File: src/rtl/core/bdq_pkg.sv
// ----------------------------------------------------------------------------
// bdq_pkg
// Shared types, operation codes and status codes for the bounded deque.
// ----------------------------------------------------------------------------
package bdq_pkg;

    localparam int DEPTH_DEF = 16;
    localparam int DATA_W    = 32;

    typedef logic [2:0]               func_t;
    typedef logic [1:0]               status_t;
    typedef logic signed [DATA_W-1:0] data_t;

    localparam func_t FN_INS_FRONT = 3'd0;
    localparam func_t FN_INS_REAR  = 3'd1;
    localparam func_t FN_DEL_FRONT = 3'd2;
    localparam func_t FN_DEL_REAR  = 3'd3;
    localparam func_t FN_LIST      = 3'd4;
    localparam func_t FN_CLEAR     = 3'd5;

    localparam status_t ST_OK    = 2'd0;
    localparam status_t ST_EMPTY = 2'd1;
    localparam status_t ST_FULL  = 2'd2;

    // Commands from the controller to the datapath
    typedef struct packed {
        logic    push_front;
        logic    push_rear;
        logic    pop_front;
        logic    pop_rear;
        logic    clear;
        logic    list_rd;
        logic    idx_clr;
        logic    idx_inc;
        logic    out_load;
        logic    out_from_ram;
        logic    out_last_idx;
        status_t out_status;
    } bdq_cmd_t;

    // Status from the datapath to the controller
    typedef struct packed {
        logic empty;
        logic full;
        logic idx_last;
        logic out_free;
    } bdq_stat_t;

endpackage

File: src/rtl/core/bdq_req_if.sv
// ----------------------------------------------------------------------------
// bdq_req_if
// Request channel: one operation word per handshake.
// ----------------------------------------------------------------------------
interface bdq_req_if;
    logic            valid;
    logic            ready;
    bdq_pkg::func_t  func;
    bdq_pkg::data_t  value;

    modport source (output valid, output func, output value, input ready);
    modport sink   (input valid, input func, input value, output ready);
endinterface

File: src/rtl/core/bdq_rsp_if.sv
// ----------------------------------------------------------------------------
// bdq_rsp_if
// Response channel: one result word per handshake.
// ----------------------------------------------------------------------------
interface bdq_rsp_if #(
    parameter int OCC_W = $clog2(bdq_pkg::DEPTH_DEF + 1)
);
    logic              valid;
    logic              ready;
    bdq_pkg::status_t  status;
    bdq_pkg::data_t    data;
    logic              last;
    logic [OCC_W-1:0]  occupancy;

    modport source (output valid, output status, output data, output last,
                    output occupancy, input ready);
    modport sink   (input valid, input status, input data, input last,
                    input occupancy, output ready);
endinterface

File: src/rtl/core/bdq_ram.sv
// ----------------------------------------------------------------------------
// bdq_ram
// Generic simple dual-port RAM, one write and one registered read port.
// ----------------------------------------------------------------------------
module bdq_ram #(
    parameter int WIDTH = 32,
    parameter int DEPTH = 16
) (
    input  logic                     clk,
    input  logic                     we,
    input  logic [$clog2(DEPTH)-1:0] waddr,
    input  logic [WIDTH-1:0]         wdata,
    input  logic                     re,
    input  logic [$clog2(DEPTH)-1:0] raddr,
    output logic [WIDTH-1:0]         rdata
);
    logic [WIDTH-1:0] mem [DEPTH];
    logic [WIDTH-1:0] rdata_reg;

    always_ff @(posedge clk)
    begin
        if (we)
        begin
            mem[waddr] <= wdata;
        end
        if (re)
        begin
            rdata_reg <= mem[raddr];
        end
    end

    assign rdata = rdata_reg;
endmodule

File: src/rtl/core/bdq_datapath.sv
// ----------------------------------------------------------------------------
// bdq_datapath
// Ring pointers, item store, list index and the result output register.
// ----------------------------------------------------------------------------
module bdq_datapath #(
    parameter int DEPTH = bdq_pkg::DEPTH_DEF,
    parameter int CW    = $clog2(DEPTH + 1)
) (
    input  logic               clk,
    input  logic               rst_n,
    input  bdq_pkg::bdq_cmd_t  cmd,
    output bdq_pkg::bdq_stat_t stat,
    input  bdq_pkg::data_t     value,
    output logic               out_valid,
    input  logic               out_ready,
    output bdq_pkg::status_t   out_status,
    output bdq_pkg::data_t     out_data,
    output logic               out_last,
    output logic [CW-1:0]      out_occ
);
    import bdq_pkg::*;

    localparam int             AW       = $clog2(DEPTH);
    localparam logic [AW:0]    DEPTH_S  = (AW + 1)'(DEPTH);
    localparam logic [AW-1:0]  LAST_POS = AW'(DEPTH - 1);
    localparam logic [CW-1:0]  FULL_CNT = CW'(DEPTH);

    logic [AW-1:0] front_reg, front_next;
    logic [CW-1:0] count_reg, count_next;
    logic [AW-1:0] idx_reg, idx_next;
    logic          out_valid_reg, out_valid_next;
    status_t       out_status_reg;
    data_t         out_data_reg;
    logic          out_last_reg;
    logic [CW-1:0] out_occ_reg;

    logic [AW-1:0] front_dec;
    logic [AW-1:0] front_inc;
    logic [AW-1:0] rear_free;
    logic [AW-1:0] rear_item;
    logic [AW-1:0] list_pos;
    logic          we;
    logic [AW-1:0] waddr;
    logic          re;
    logic [AW-1:0] raddr;
    data_t         rdata;

    // fold a sum below twice the depth back into the ring
    function automatic logic [AW-1:0] wrap(input logic [AW:0] s);
        logic [AW:0] t;
        t = (s >= DEPTH_S) ? s - DEPTH_S : s;
        return t[AW-1:0];
    endfunction

    assign front_dec = (front_reg == '0) ? LAST_POS : front_reg - AW'(1);
    assign front_inc = wrap({1'b0, front_reg} + (AW + 1)'(1));
    assign rear_free = wrap({1'b0, front_reg} + (AW + 1)'(count_reg));
    assign rear_item = wrap({1'b0, front_reg} + (AW + 1)'(count_reg) - (AW + 1)'(1));
    assign list_pos  = wrap({1'b0, front_reg} + {1'b0, idx_reg});

    assign we    = cmd.push_front | cmd.push_rear;
    assign waddr = cmd.push_front ? front_dec : rear_free;
    assign re    = cmd.pop_front | cmd.pop_rear | cmd.list_rd;
    always_comb
    begin
        if (cmd.pop_front)
        begin
            raddr = front_reg;
        end
        else if (cmd.pop_rear)
        begin
            raddr = rear_item;
        end
        else
        begin
            raddr = list_pos;
        end
    end

    bdq_ram #(
        .WIDTH (DATA_W),
        .DEPTH (DEPTH)
    ) u_ram (
        .clk   (clk),
        .we    (we),
        .waddr (waddr),
        .wdata (value),
        .re    (re),
        .raddr (raddr),
        .rdata (rdata)
    );

    always_comb
    begin
        front_next = front_reg;
        count_next = count_reg;
        if (cmd.clear)
        begin
            front_next = '0;
            count_next = '0;
        end
        else if (cmd.push_front)
        begin
            front_next = front_dec;
            count_next = count_reg + CW'(1);
        end
        else if (cmd.push_rear)
        begin
            count_next = count_reg + CW'(1);
        end
        else if (cmd.pop_front)
        begin
            front_next = front_inc;
            count_next = count_reg - CW'(1);
        end
        else if (cmd.pop_rear)
        begin
            count_next = count_reg - CW'(1);
        end
    end

    always_comb
    begin
        idx_next = idx_reg;
        if (cmd.idx_clr)
        begin
            idx_next = '0;
        end
        else if (cmd.idx_inc)
        begin
            idx_next = idx_reg + AW'(1);
        end
    end

    always_comb
    begin
        out_valid_next = out_valid_reg;
        if (cmd.out_load)
        begin
            out_valid_next = 1'b1;
        end
        else if (out_ready)
        begin
            out_valid_next = 1'b0;
        end
    end

    always_ff @(posedge clk or negedge rst_n)
    begin
        if (!rst_n)
        begin
            front_reg     <= '0;
            count_reg     <= '0;
            idx_reg       <= '0;
            out_valid_reg <= 1'b0;
        end
        else
        begin
            front_reg     <= front_next;
            count_reg     <= count_next;
            idx_reg       <= idx_next;
            out_valid_reg <= out_valid_next;
        end
    end

    // payload of the result word
    always_ff @(posedge clk)
    begin
        if (cmd.out_load)
        begin
            out_status_reg <= cmd.out_status;
            out_data_reg   <= cmd.out_from_ram ? rdata : '0;
            out_last_reg   <= cmd.out_last_idx ? stat.idx_last : 1'b1;
            out_occ_reg    <= count_next;
        end
    end

    assign stat.empty    = (count_reg == '0);
    assign stat.full     = (count_reg == FULL_CNT);
    assign stat.idx_last = ((CW'(idx_reg) + CW'(1)) == count_reg);
    assign stat.out_free = !out_valid_reg || out_ready;

    assign out_valid  = out_valid_reg;
    assign out_status = out_status_reg;
    assign out_data   = out_data_reg;
    assign out_last   = out_last_reg;
    assign out_occ    = out_occ_reg;
endmodule

File: src/rtl/core/bdq_ctrl.sv
// ----------------------------------------------------------------------------
// bdq_ctrl
// Operation sequencer: decodes each request and steps reads and list walks.
// ----------------------------------------------------------------------------
module bdq_ctrl (
    input  logic               clk,
    input  logic               rst_n,
    input  logic               in_valid,
    output logic               in_ready,
    input  bdq_pkg::func_t     func,
    input  bdq_pkg::bdq_stat_t stat,
    output bdq_pkg::bdq_cmd_t  cmd
);
    import bdq_pkg::*;

    localparam logic [1:0] S_IDLE = 2'd0;
    localparam logic [1:0] S_POP  = 2'd1;
    localparam logic [1:0] S_LRD  = 2'd2;
    localparam logic [1:0] S_LWT  = 2'd3;

    logic [1:0] state_reg, state_next;
    logic       accept;

    assign in_ready = (state_reg == S_IDLE) && stat.out_free;
    assign accept   = in_valid && in_ready;

    always_comb
    begin
        state_next = state_reg;
        cmd        = '0;
        cmd.out_status = ST_OK;
        case (state_reg)
            S_IDLE:
            begin
                if (accept)
                begin
                    case (func)
                        FN_INS_FRONT:
                        begin
                            cmd.out_load = 1'b1;
                            if (stat.full)
                            begin
                                cmd.out_status = ST_FULL;
                            end
                            else
                            begin
                                cmd.push_front = 1'b1;
                            end
                        end
                        FN_INS_REAR:
                        begin
                            cmd.out_load = 1'b1;
                            if (stat.full)
                            begin
                                cmd.out_status = ST_FULL;
                            end
                            else
                            begin
                                cmd.push_rear = 1'b1;
                            end
                        end
                        FN_DEL_FRONT:
                        begin
                            if (stat.empty)
                            begin
                                cmd.out_load   = 1'b1;
                                cmd.out_status = ST_EMPTY;
                            end
                            else
                            begin
                                cmd.pop_front = 1'b1;
                                state_next    = S_POP;
                            end
                        end
                        FN_DEL_REAR:
                        begin
                            if (stat.empty)
                            begin
                                cmd.out_load   = 1'b1;
                                cmd.out_status = ST_EMPTY;
                            end
                            else
                            begin
                                cmd.pop_rear = 1'b1;
                                state_next   = S_POP;
                            end
                        end
                        FN_LIST:
                        begin
                            if (stat.empty)
                            begin
                                cmd.out_load   = 1'b1;
                                cmd.out_status = ST_EMPTY;
                            end
                            else
                            begin
                                cmd.idx_clr = 1'b1;
                                state_next  = S_LRD;
                            end
                        end
                        FN_CLEAR:
                        begin
                            cmd.clear    = 1'b1;
                            cmd.out_load = 1'b1;
                        end
                        default:
                        begin
                            cmd.out_load = 1'b1;
                        end
                    endcase
                end
            end
            S_POP:
            begin
                // wait for a free output slot, then hand over the read data
                if (stat.out_free)
                begin
                    cmd.out_load     = 1'b1;
                    cmd.out_from_ram = 1'b1;
                    state_next       = S_IDLE;
                end
            end
            S_LRD:
            begin
                cmd.list_rd = 1'b1;
                state_next  = S_LWT;
            end
            S_LWT:
            begin
                if (stat.out_free)
                begin
                    cmd.out_load     = 1'b1;
                    cmd.out_from_ram = 1'b1;
                    cmd.out_last_idx = 1'b1;
                    if (stat.idx_last)
                    begin
                        state_next = S_IDLE;
                    end
                    else
                    begin
                        cmd.idx_inc = 1'b1;
                        state_next  = S_LRD;
                    end
                end
            end
            default:
            begin
                state_next = S_IDLE;
            end
        endcase
    end

    always_ff @(posedge clk or negedge rst_n)
    begin
        if (!rst_n)
        begin
            state_reg <= S_IDLE;
        end
        else
        begin
            state_reg <= state_next;
        end
    end
endmodule

File: src/rtl/core/bounded_deque.sv
// ----------------------------------------------------------------------------
// bounded_deque
// Double-ended queue of signed 32-bit words held in a ring of DEPTH entries.
// ----------------------------------------------------------------------------
// Result: insert, clear, empty delete and empty list give their result word
//   at the edge after acceptance; a delete waits on the registered RAM read.
// Throughput: one word per cycle for inserts while the output is free; deletes
//   and lists stall the request side; a list reads then outputs each stored word.
// Reset: ring pointers, count, sequencer and output valid clear at once;
//   the item store is not cleared, only written entries are ever read.
module bounded_deque #(
    parameter int DEPTH = bdq_pkg::DEPTH_DEF
) (
    input  logic        clk,
    input  logic        rst_n,
    bdq_req_if.sink     req,
    bdq_rsp_if.source   rsp
);
    import bdq_pkg::*;

    bdq_cmd_t  cmd;
    bdq_stat_t stat;

    bdq_ctrl u_ctrl (
        .clk      (clk),
        .rst_n    (rst_n),
        .in_valid (req.valid),
        .in_ready (req.ready),
        .func     (req.func),
        .stat     (stat),
        .cmd      (cmd)
    );

    bdq_datapath #(
        .DEPTH (DEPTH)
    ) u_dp (
        .clk        (clk),
        .rst_n      (rst_n),
        .cmd        (cmd),
        .stat       (stat),
        .value      (req.value),
        .out_valid  (rsp.valid),
        .out_ready  (rsp.ready),
        .out_status (rsp.status),
        .out_data   (rsp.data),
        .out_last   (rsp.last),
        .out_occ    (rsp.occupancy)
    );
endmodule

File: src/flat_wrapper.sv
// flat-port wrapper written by rule: the top's interface ports become plain ports
module bounded_deque_flat import bdq_pkg::*;
#(
    parameter int DEPTH = bdq_pkg::DEPTH_DEF
)
  (clk, rst_n, req_valid, req_func, req_value, req_ready, rsp_valid, rsp_status, rsp_data, rsp_last, rsp_occupancy, rsp_ready);
  bdq_req_if req_i ();
  bdq_rsp_if #(.OCC_W(($clog2(DEPTH + 1)))) rsp_i ();
  input  logic clk;
  input  logic rst_n;
  input wire logic [$bits(req_i.valid)-1:0] req_valid;
  input wire logic [$bits(req_i.func)-1:0] req_func;
  input wire logic [$bits(req_i.value)-1:0] req_value;
  output wire logic [$bits(req_i.ready)-1:0] req_ready;
  output wire logic [$bits(rsp_i.valid)-1:0] rsp_valid;
  output wire logic [$bits(rsp_i.status)-1:0] rsp_status;
  output wire logic [$bits(rsp_i.data)-1:0] rsp_data;
  output wire logic [$bits(rsp_i.last)-1:0] rsp_last;
  output wire logic [$bits(rsp_i.occupancy)-1:0] rsp_occupancy;
  input wire logic [$bits(rsp_i.ready)-1:0] rsp_ready;
  assign req_i.valid = req_valid;
  assign req_i.func = req_func;
  assign req_i.value = req_value;
  assign req_ready = req_i.ready;
  assign rsp_valid = rsp_i.valid;
  assign rsp_status = rsp_i.status;
  assign rsp_data = rsp_i.data;
  assign rsp_last = rsp_i.last;
  assign rsp_occupancy = rsp_i.occupancy;
  assign rsp_i.ready = rsp_ready;
  bounded_deque #(.DEPTH(DEPTH)) u_core (.clk(clk), .rst_n(rst_n), .req(req_i), .rsp(rsp_i));
endmodule
File: config.mk
export PLATFORM = sky130hd
export DESIGN_NAME = bounded_deque_flat
export DESIGN_NICKNAME = d
export VERILOG_FILES = /design/src/rtl/core/bdq_pkg.sv /design/src/rtl/core/bdq_req_if.sv /design/src/rtl/core/bdq_rsp_if.sv /design/src/rtl/core/bdq_ram.sv /design/src/rtl/core/bdq_datapath.sv /design/src/rtl/core/bdq_ctrl.sv /design/src/rtl/core/bounded_deque.sv /design/src/flat_wrapper.sv
export SDC_FILE = /design/constraint.sdc
export NUM_CORES = 1
export LEC_CHECK = 0
export ABC_AREA = 1
export BUFFER_PORTS_ARGS = -buffer_cell sky130_fd_sc_hd__buf_2
export CORE_MARGIN = 3
export CORE_UTILIZATION = 30
export DETAILED_ROUTE_END_ITERATION = 12
export GPL_ROUTABILITY_DRIVEN = 1
export SLEW_MARGIN = 20
export SYNTH_ARGS = -nofsm -noshare
export SYNTH_HDL_FRONTEND = slang
export SYNTH_SLANG_ARGS = --single-unit
File: constraint.sdc
create_clock -name clk -period 8.1 [get_ports clk]
set_clock_uncertainty 0.1 [all_clocks]
set_input_delay 0 -clock clk [delete_from_list [all_inputs] [get_ports clk]]
set_output_delay 0 -clock clk [all_outputs]
set_load 0.02 [all_outputs]
==> results of run 1 <==
[per-layer routing]
metal	up-vias	share of wire	global-route usage
met1	9080	0.43	0.1954
li1	8838	-	-
met4	4	0.028	0.04620
met5	-	0.00036	0
met3	146	0.064	0.02617
met2	617	0.48	0.2525
[cell usage in the layout, fill, tap and decap left out, types with 7 or more instances in the layout]
master	Yosys	routed
sky130_fd_sc_hd__nand3_1	469	468
sky130_fd_sc_hd__buf_2	93	80
sky130_fd_sc_hd__nor2_1	64	47
sky130_fd_sc_hd__a21oi_1	12	12
sky130_fd_sc_hd__nand2_1	340	338
sky130_fd_sc_hd__clkbuf_16	0	62
sky130_fd_sc_hd__clkinv_1	1	12
sky130_fd_sc_hd__nand4_1	260	260
sky130_fd_sc_hd__inv_1	589	589
sky130_fd_sc_hd__dlygate4sd3_1	0	42
sky130_fd_sc_hd__buf_4	8	36
sky130_fd_sc_hd__bufinv_16	0	7
sky130_fd_sc_hd__nor2_4	0	17
sky130_fd_sc_hd__o21ai_0	17	17
sky130_fd_sc_hd__clkinv_2	0	18
sky130_fd_sc_hd__edfxtp_1	584	584
sky130_fd_sc_hd__clkbuf_1	54	7
sky130_fd_sc_hd__dfrtp_1	16	16
sky130_fd_sc_hd__ha_1	12	12
[through the flow]
step,setup WS [ns],hold WS [ns]
after global routing,2.757,0.1858
after CTS,3.118,0.1706
after global placement,3.192,-0.1463
after floorplan,4.398,-0.3956
final,3.208,0.1911
after detailed placement,3.132,-0.1336
[cells by family (layout without fill, tap and decap cells)]
logic type / Yosys count / after routing
muxes: 1 / 1
xor gates and xnor gates: 9 / 9
other: 0 / 4
buffers and inverters: 756 / 865
adders and majority gates: 14 / 14
and+or+nand+nor: 1154 / 1154
AOI/OAI and AO/OA: 41 / 41
DFF: 600 / 600
[cell usage after synthesis (8+ instances only)]
master / number
sky130_fd_sc_hd__nand2_1: 340
sky130_fd_sc_hd__nand4_1: 260
sky130_fd_sc_hd__nor2_1: 64
sky130_fd_sc_hd__buf_1: 9
sky130_fd_sc_hd__ha_1: 12
sky130_fd_sc_hd__dfrtp_1: 16
sky130_fd_sc_hd__a21oi_1: 12
sky130_fd_sc_hd__buf_4: 8
sky130_fd_sc_hd__buf_2: 93
sky130_fd_sc_hd__o21ai_0: 17
sky130_fd_sc_hd__clkbuf_1: 54
sky130_fd_sc_hd__inv_1: 589
sky130_fd_sc_hd__nand3_1: 469
sky130_fd_sc_hd__edfxtp_1: 584
[worst max-delay path: stages, from the launching register on]
cell and delay (ns):
sky130_fd_sc_hd__dfrtp_1 0.44, sky130_fd_sc_hd__inv_1 0.14, sky130_fd_sc_hd__ha_1 0.25, sky130_fd_sc_hd__nand3_4 0.18
sky130_fd_sc_hd__nand3_4 0.19, sky130_fd_sc_hd__nand2_8 0.50, sky130_fd_sc_hd__nand3_4 0.62, sky130_fd_sc_hd__buf_4 0.67
sky130_fd_sc_hd__buf_4 0.89, sky130_fd_sc_hd__nand2_1 0.20, sky130_fd_sc_hd__nand3_1 0.16, sky130_fd_sc_hd__nand3_1 0.09
sky130_fd_sc_hd__nand3_1 0.10, sky130_fd_sc_hd__nand2_1 0.06
[worst paths after layout]
| kind | start | to | slack (ns) | cells past startpoint |
|---|---|---|---|---|
| min | req_value[14] | u_core.u_dp.u_ram.mem[7][14] | 0.19 | 2 |
| max | u_core.u_dp.count_reg[1] | u_core.u_dp.u_ram.rdata[0] | 3.21 | 13 |
| max in group asynchronous | rst_n | u_core.u_dp.idx_reg[1] | 6.95 | 3 |
| min reg2reg | u_core.u_dp.u_ram.rdata[22] | u_core.u_dp.out_data[22] | 0.45 | 2 |
| max reg2reg | u_core.u_dp.count_reg[1] | u_core.u_dp.u_ram.rdata[0] | 3.21 | 13 |
| min in group asynchronous | rst_n | u_core.u_dp.count_reg[3] | 0.43 | 3 |
[power groups by stage]
stage	Clock (mW)	Combinational, mW	Sequential (mW)
2_1_floorplan	0	3.37	4.02
3_3_place_gp	0	4.81	3.95
3_5_place_dp	0	4.85	3.95
4_1_cts	2.89	4.89	3.88
5_1_grt	3.01	5.44	3.90
6_report	2.84	4.86	3.88
[cell type report]
| class | instances | share of cell area |
|---|---|---|
| antenna | 4 | 0.0003214 |
| clock buffer | 69 | 0.05066 |
| clock inverter | 45 | 0.01378 |
| inverter | 592 | 0.07136 |
| multi-input combinational | 1219 | 0.2054 |
| sequential | 600 | 0.5760 |
| tap | 1165 | 0.04681 |
| timing repair buffer | 159 | 0.03568 |
[repair_timing]
action,4_1_cts,5_1_grt
hold endpoints to repair,547,0
gates resized for setup,0,0
hold buffers,42,0
==> Flow_metrics.wiki, run 1 <==
{| class="wikitable"
! Metric !! Value
|-
| Number of enable-type register cells in the synthesized netlist || 584
|-
| Util after Layout || 0.3502
|-
| Count of pins on the block boundary || 81
|-
| Core Footprint || 88920 um2
|-
| Overall track demand over capacity in global routing || 0.1491
|-
| Share of the clock period used by the worst path || 0.6040
|-
| Ranking of synthesized cells by area || sky130_fd_sc_hd__edfxtp_1 65%, sky130_fd_sc_hd__nand3_1 8.7%, sky130_fd_sc_hd__inv_1 8.2%, sky130_fd_sc_hd__nand4_1 6.0%, sky130_fd_sc_hd__nand2_1 4.7%
|-
| Unrepaired setup endpoints after global routing || false
|-
| Number of antenna violations at the first check in global routing || 6
|-
| Routed length per instance || 18.53 um
|-
| Multi-input gate area in the final layout || 6396 um2
|-
| Largest net degree at the start of global routing || 139
|-
| Fin. max-slew vios || 0
|-
| Syn. warnings || 0
|-
| Final Routed Wirelength || 71400 um
|-
| Portion of total power attributed to the clock network || 0.245
|-
| Endpoint kind of the worst setup timing path || register
|-
| Netlist cell types || 37
|-
| Top FF cell, synth || sky130_fd_sc_hd__edfxtp_1
|-
| Register area || 17940 um2
|-
| Wire length of the first global-routing pass || 109000 um
|-
| Post-CTS repair timing setup buffer count || 0
|-
| Total power divided by cell area || 371.9 nW/um2
|-
| Dominant combinational cell family by area after synthesis || simple AND/OR/NAND/NOR gates
|-
| Initial core utilization || 0.3048
|-
| Leakage power summed over all cells || 12.93 nW
|-
| Post-placement cell count || 3693
|-
| Total Neg Setup Slack || 0 ns
|-
| Placed instance area || 28700 um2
|-
| Area share of the largest cell type after synthesis || 0.6469
|-
| Nature of the critical path startpoint || register
|-
| Switching Power || 4.793 mW
|-
| Highest achievable clock rate || 204.4 MHz
|-
| Power Total || 11.58 mW
|-
| Reported max-cap violation count || 0
|-
| Sequential share of the synthesized area || 0.6617
|-
| Post-layout min period || 4.892 ns
|-
| HPWL after DPL || 35530 um
|-
| Total number of vias || 18685
|-
| Vertical die dimension || 306.6 um
|-
| Net total in the final layout || 2686
|-
| Width of the die || 306.6 um
|-
| Final Hold Fails || 0
|-
| Drt pass-1 iters || 10
|-
| Fraction of layout cells with a size suffix above 1 || 0.09352
|-
| Share of synthesized cell area in full adder, half adder and majority cells || 0.007016
|-
| Placer's final routability congestion estimate || 0.7903
|-
| Number of CTS-inserted buffers || 61
|-
| Later-pin clock latency in the skew report || 0.65 ns
|-
| Arrival time reported for the critical path endpoint || 5.19 ns
|-
| Clk slew on worst S/H paths || 0.07 ns
|-
| Fill cell count || 8818
|-
| Worst-margin pin slew || 1.036 ns
|-
| Maximum ir drop on the vdd rail || 339.1 uV
|-
| # setup viols final || 0
|-
| Compound-Gate Fraction of Synth Area || 0.008770
|-
| # H-tree levels || 2
|-
| Longest Clk Path Bufs || 3
|-
| Site Rows || 109
|-
| Largest fanout on the critical path || 138
|-
| Required @ worst endpoint || 8.40 ns
|-
| Number of global-route vias before repair || 18130
|-
| Flip-flop count of the largest register after layout || 512
|-
| Category of the critical setup timing path || register to register
|-
| Via density per instance || 4.849
|-
| Relative slew slack || 0.3093
|-
| CTS Root Cell || sky130_fd_sc_hd__clkbuf_16
|-
| Power share of the combinational group || 0.420
|-
| TritonCTS clock tree || done
|-
| Switching power as a share of total power || 0.4138
|-
| Number of standard cells in the final layout excluding fillers || 3853
|-
| Syn_area_per_cell || 10.53 um2
|-
| Proportion of synthesized flip-flops having asynchronous set or reset || 0.02667
|-
| Count of input and output buffers || 80
|-
| Cell taking the most area after synthesis || sky130_fd_sc_hd__edfxtp_1
|-
| Number of antenna-violating nets in the routed design || 0
|-
| Yosys reg bits || 600
|-
| Post-detailed-route DRC marker count || 2
|-
| Design internal power || 6.789 mW
|-
| Sequential cell fraction of total power || 0.335
|-
| Simple-gate area share of the yosys netlist || 0.2091
|-
| Parity-gate share of the synthesized area counting xor and xnor cells || 0.002908
|-
| Post-layout instance area || 31140 um2
|-
| Full die area || 94000 um2
|-
| Grt ovf || 0
|-
| Mux cell area share after synthesis || 0.0003693
|-
| Syn_nets || 2628
|-
| Cells after Synth || 2575
|-
| Detailed router's first-iteration violation count || 1442
|-
| Hold crit path type || input port to register
|-
| Violations in the final reports || DRC
|-
| Area growth syn-to-layout || 14.88%
|-
| Run status || complete, but fails checks
|-
| Number of sinks handled by clock tree synthesis || 600
|-
| Post-synthesis instance area || 27110 um2
|}
Power figures use the tool's default switching activity.
==> run 2, diff against run 1 <==
- clock period: 8.1 -> 4 ns (I/O delays scaled with it)
==> Flow_metrics.wiki, run 2 (synthesis results as in run 1) <==
{| class="wikitable"
! Metric !! Value
|-
| Full die area || 94000 um2
|-
| Hold path cells || 2
|-
| Highest routed layer || met5
|-
| Relative slew slack || 0.2305
|-
| # H-tree levels || 2
|-
| Largest fanout on the critical path || 19
|-
| TritonCTS clock tree || done
|-
| Highest achievable clock rate || 292.8 MHz
|-
| Placer's final routability congestion estimate || 0.7933
|-
| # setup viols final || 0
|-
| Number of antenna violations at the first check in global routing || 5
|-
| Later-pin clock latency in the skew report || 0.64 ns
|-
| Nature of the critical path startpoint || register
|-
| Unrepaired setup endpoints after global routing || false
|-
| Maximum ir drop on the vdd rail || 911.7 uV
|-
| Core Footprint || 88920 um2
|-
| Leakage power summed over all cells || 13.10 nW
|-
| Total met2 wirelength after detailed routing || 34000 um
|-
| Clk slew on worst S/H paths || 0.06 ns
|-
| Total Neg Setup Slack || 0 ns
|-
| Fraction of layout cells with a size suffix above 1 || 0.09693
|-
| Depth of the worst register-to-register path || 12
|-
| Drt pass-1 iters || 5
|-
| Detailed router's first-iteration violation count || 1668
|-
| Fill cell count || 8762
|-
| Routed length on met1 || 31580 um
|-
| Worst-margin pin slew || 1.154 ns
|-
| Flip-flop count of the largest register after layout || 512
|-
| Power Total || 23.87 mW
|-
| Post-placement cell count || 3715
|-
| Count of pins on the block boundary || 81
|-
| Site Rows || 109
|-
| Reported max-cap violation count || 0
|-
| Run status || completed
|-
| Worst setup slack before clock tree synthesis || 0.6525 ns
|-
| PostCTS Resize Cnt || 0
|-
| Number of antenna-violating nets in the routed design || 0
|-
| Fin. max-slew vios || 0
|-
| Required @ worst endpoint || 4.17 ns
|-
| Wire length on met3 || 4772 um
|-
| Total power divided by cell area || 758.1 nW/um2
|-
| Share of the clock period used by the worst path || 0.8540
|-
| Category of the critical setup timing path || register to register
|-
| Area growth syn-to-layout || 16.17%
|-
| Longest Clk Path Bufs || 3
|-
| Arrival time reported for the critical path endpoint || 3.59 ns
|-
| Placed instance area || 29110 um2
|-
| Vertical die dimension || 306.6 um
|-
| Hold crit path type || input port to register
|-
| Routed length per instance || 18.75 um
|-
| Number of global-route vias before repair || 18035
|-
| CTS Root Cell || sky130_fd_sc_hd__clkbuf_16
|-
| Grt ovf || 0
|-
| Final Hold Fails || 0
|-
| Setup ws final || 0.5842 ns
|-
| Endpoint kind of the worst setup timing path || register
|-
| Number of sinks handled by clock tree synthesis || 600
|-
| HPWL after DPL || 37350 um
|-
| Post-layout min period || 3.416 ns
|-
| Most used cells in the layout excluding fill and tap cells || 589 x sky130_fd_sc_hd__inv_1, 584 x sky130_fd_sc_hd__edfxtp_1, 468 x sky130_fd_sc_hd__nand3_1, 338 x sky130_fd_sc_hd__nand2_1, 260 x sky130_fd_sc_hd__nand4_1
|-
| Post-detailed-route DRC marker count || 0
|-
| Via density per instance || 4.836
|-
| Util after Layout || 0.3542
|-
| R2r setup slk || 0.58 ns
|-
| Worst slack on hold paths || 0.2053 ns
|-
| Width of the die || 306.6 um
|-
| Number of standard cells in the final layout excluding fillers || 3871
|-
| Wire length of the first global-routing pass || 110900 um
|-
| Final Routed Wirelength || 72590 um
|-
| Net total in the final layout || 2709
|-
| Count of input and output buffers || 80
|-
| Number of CTS-inserted buffers || 61
|-
| Overall track demand over capacity in global routing || 0.1517
|-
| Total number of vias || 18719
|-
| Post-layout instance area || 31490 um2
|-
| Commonest non-fill, non-tap cell in the layout || sky130_fd_sc_hd__inv_1
|-
| Initial core utilization || 0.3048
|-
| Largest net degree at the start of global routing || 176
|}
==> run 2: final timing paths <==
check,start,endpoint
worst max-delay path,u_core.u_dp.count_reg[1],u_core.u_dp.u_ram.mem[12][0]
worst max register to register,u_core.u_dp.count_reg[1],u_core.u_dp.u_ram.mem[12][0]
worst min-delay path,req_value[16],u_core.u_dp.u_ram.mem[3][16]
min in group asynchronous,rst_n,u_core.u_dp.idx_reg[0]
max in group asynchronous,rst_n,u_core.u_dp.out_valid
worst min register to register,u_core.u_dp.u_ram.rdata[4],u_core.u_dp.out_data[4]
==> run 2: timing repair <==
action	4_1_cts	5_1_grt
hold buffers	43	0
endpoints found under the setup margin	0	0
hold endpoints to repair	542	0
buffers inserted	0	0
==> run 2: worst max-delay path, stage by stage (launching register included) <==
cell and delay, ns:
sky130_fd_sc_hd__dfrtp_1 0.46, sky130_fd_sc_hd__inv_1 0.12, sky130_fd_sc_hd__ha_1 0.24, sky130_fd_sc_hd__nand3_1 0.17, sky130_fd_sc_hd__nand4_1 0.10, sky130_fd_sc_hd__nor2_1 0.42, sky130_fd_sc_hd__inv_1 0.18, sky130_fd_sc_hd__nor3_1 0.16
sky130_fd_sc_hd__a21oi_1 0.10, sky130_fd_sc_hd__inv_1 0.09, sky130_fd_sc_hd__nand3_1 0.31, sky130_fd_sc_hd__nor2_4 0.19, sky130_fd_sc_hd__buf_4 0.39
==> run 2: area by class of cell <==
class | count | area, um2 | share of cell area
antenna | 3 | 7.507 | 0.0002384
clock buffer | 75 | 1589 | 0.05046
clock inverter | 35 | 357.8 | 0.01136
inverter | 592 | 2222 | 0.07056
multi-input combinational | 1219 | 6396 | 0.2031
sequential | 600 | 17940 | 0.5696
tap | 1165 | 1458 | 0.04629
timing repair buffer | 182 | 1524 | 0.04839
==> run 2: layer usage <==
layer | up-vias | track usage
met2 | 634 | 0.2456
met3 | 143 | 0.02955
met5 | - | 0
met4 | 2 | 0.05267
li1 | 8894 | -
met1 | 9046 | 0.2041
==> run 2: power by group <==
| group | switching [mW] | internal (mW) |
|---|---|---|
| sequential | 0.196 | 7.63 |
| combinational | 7.28 | 3.11 |
| clock | 2.40 | 3.26 |
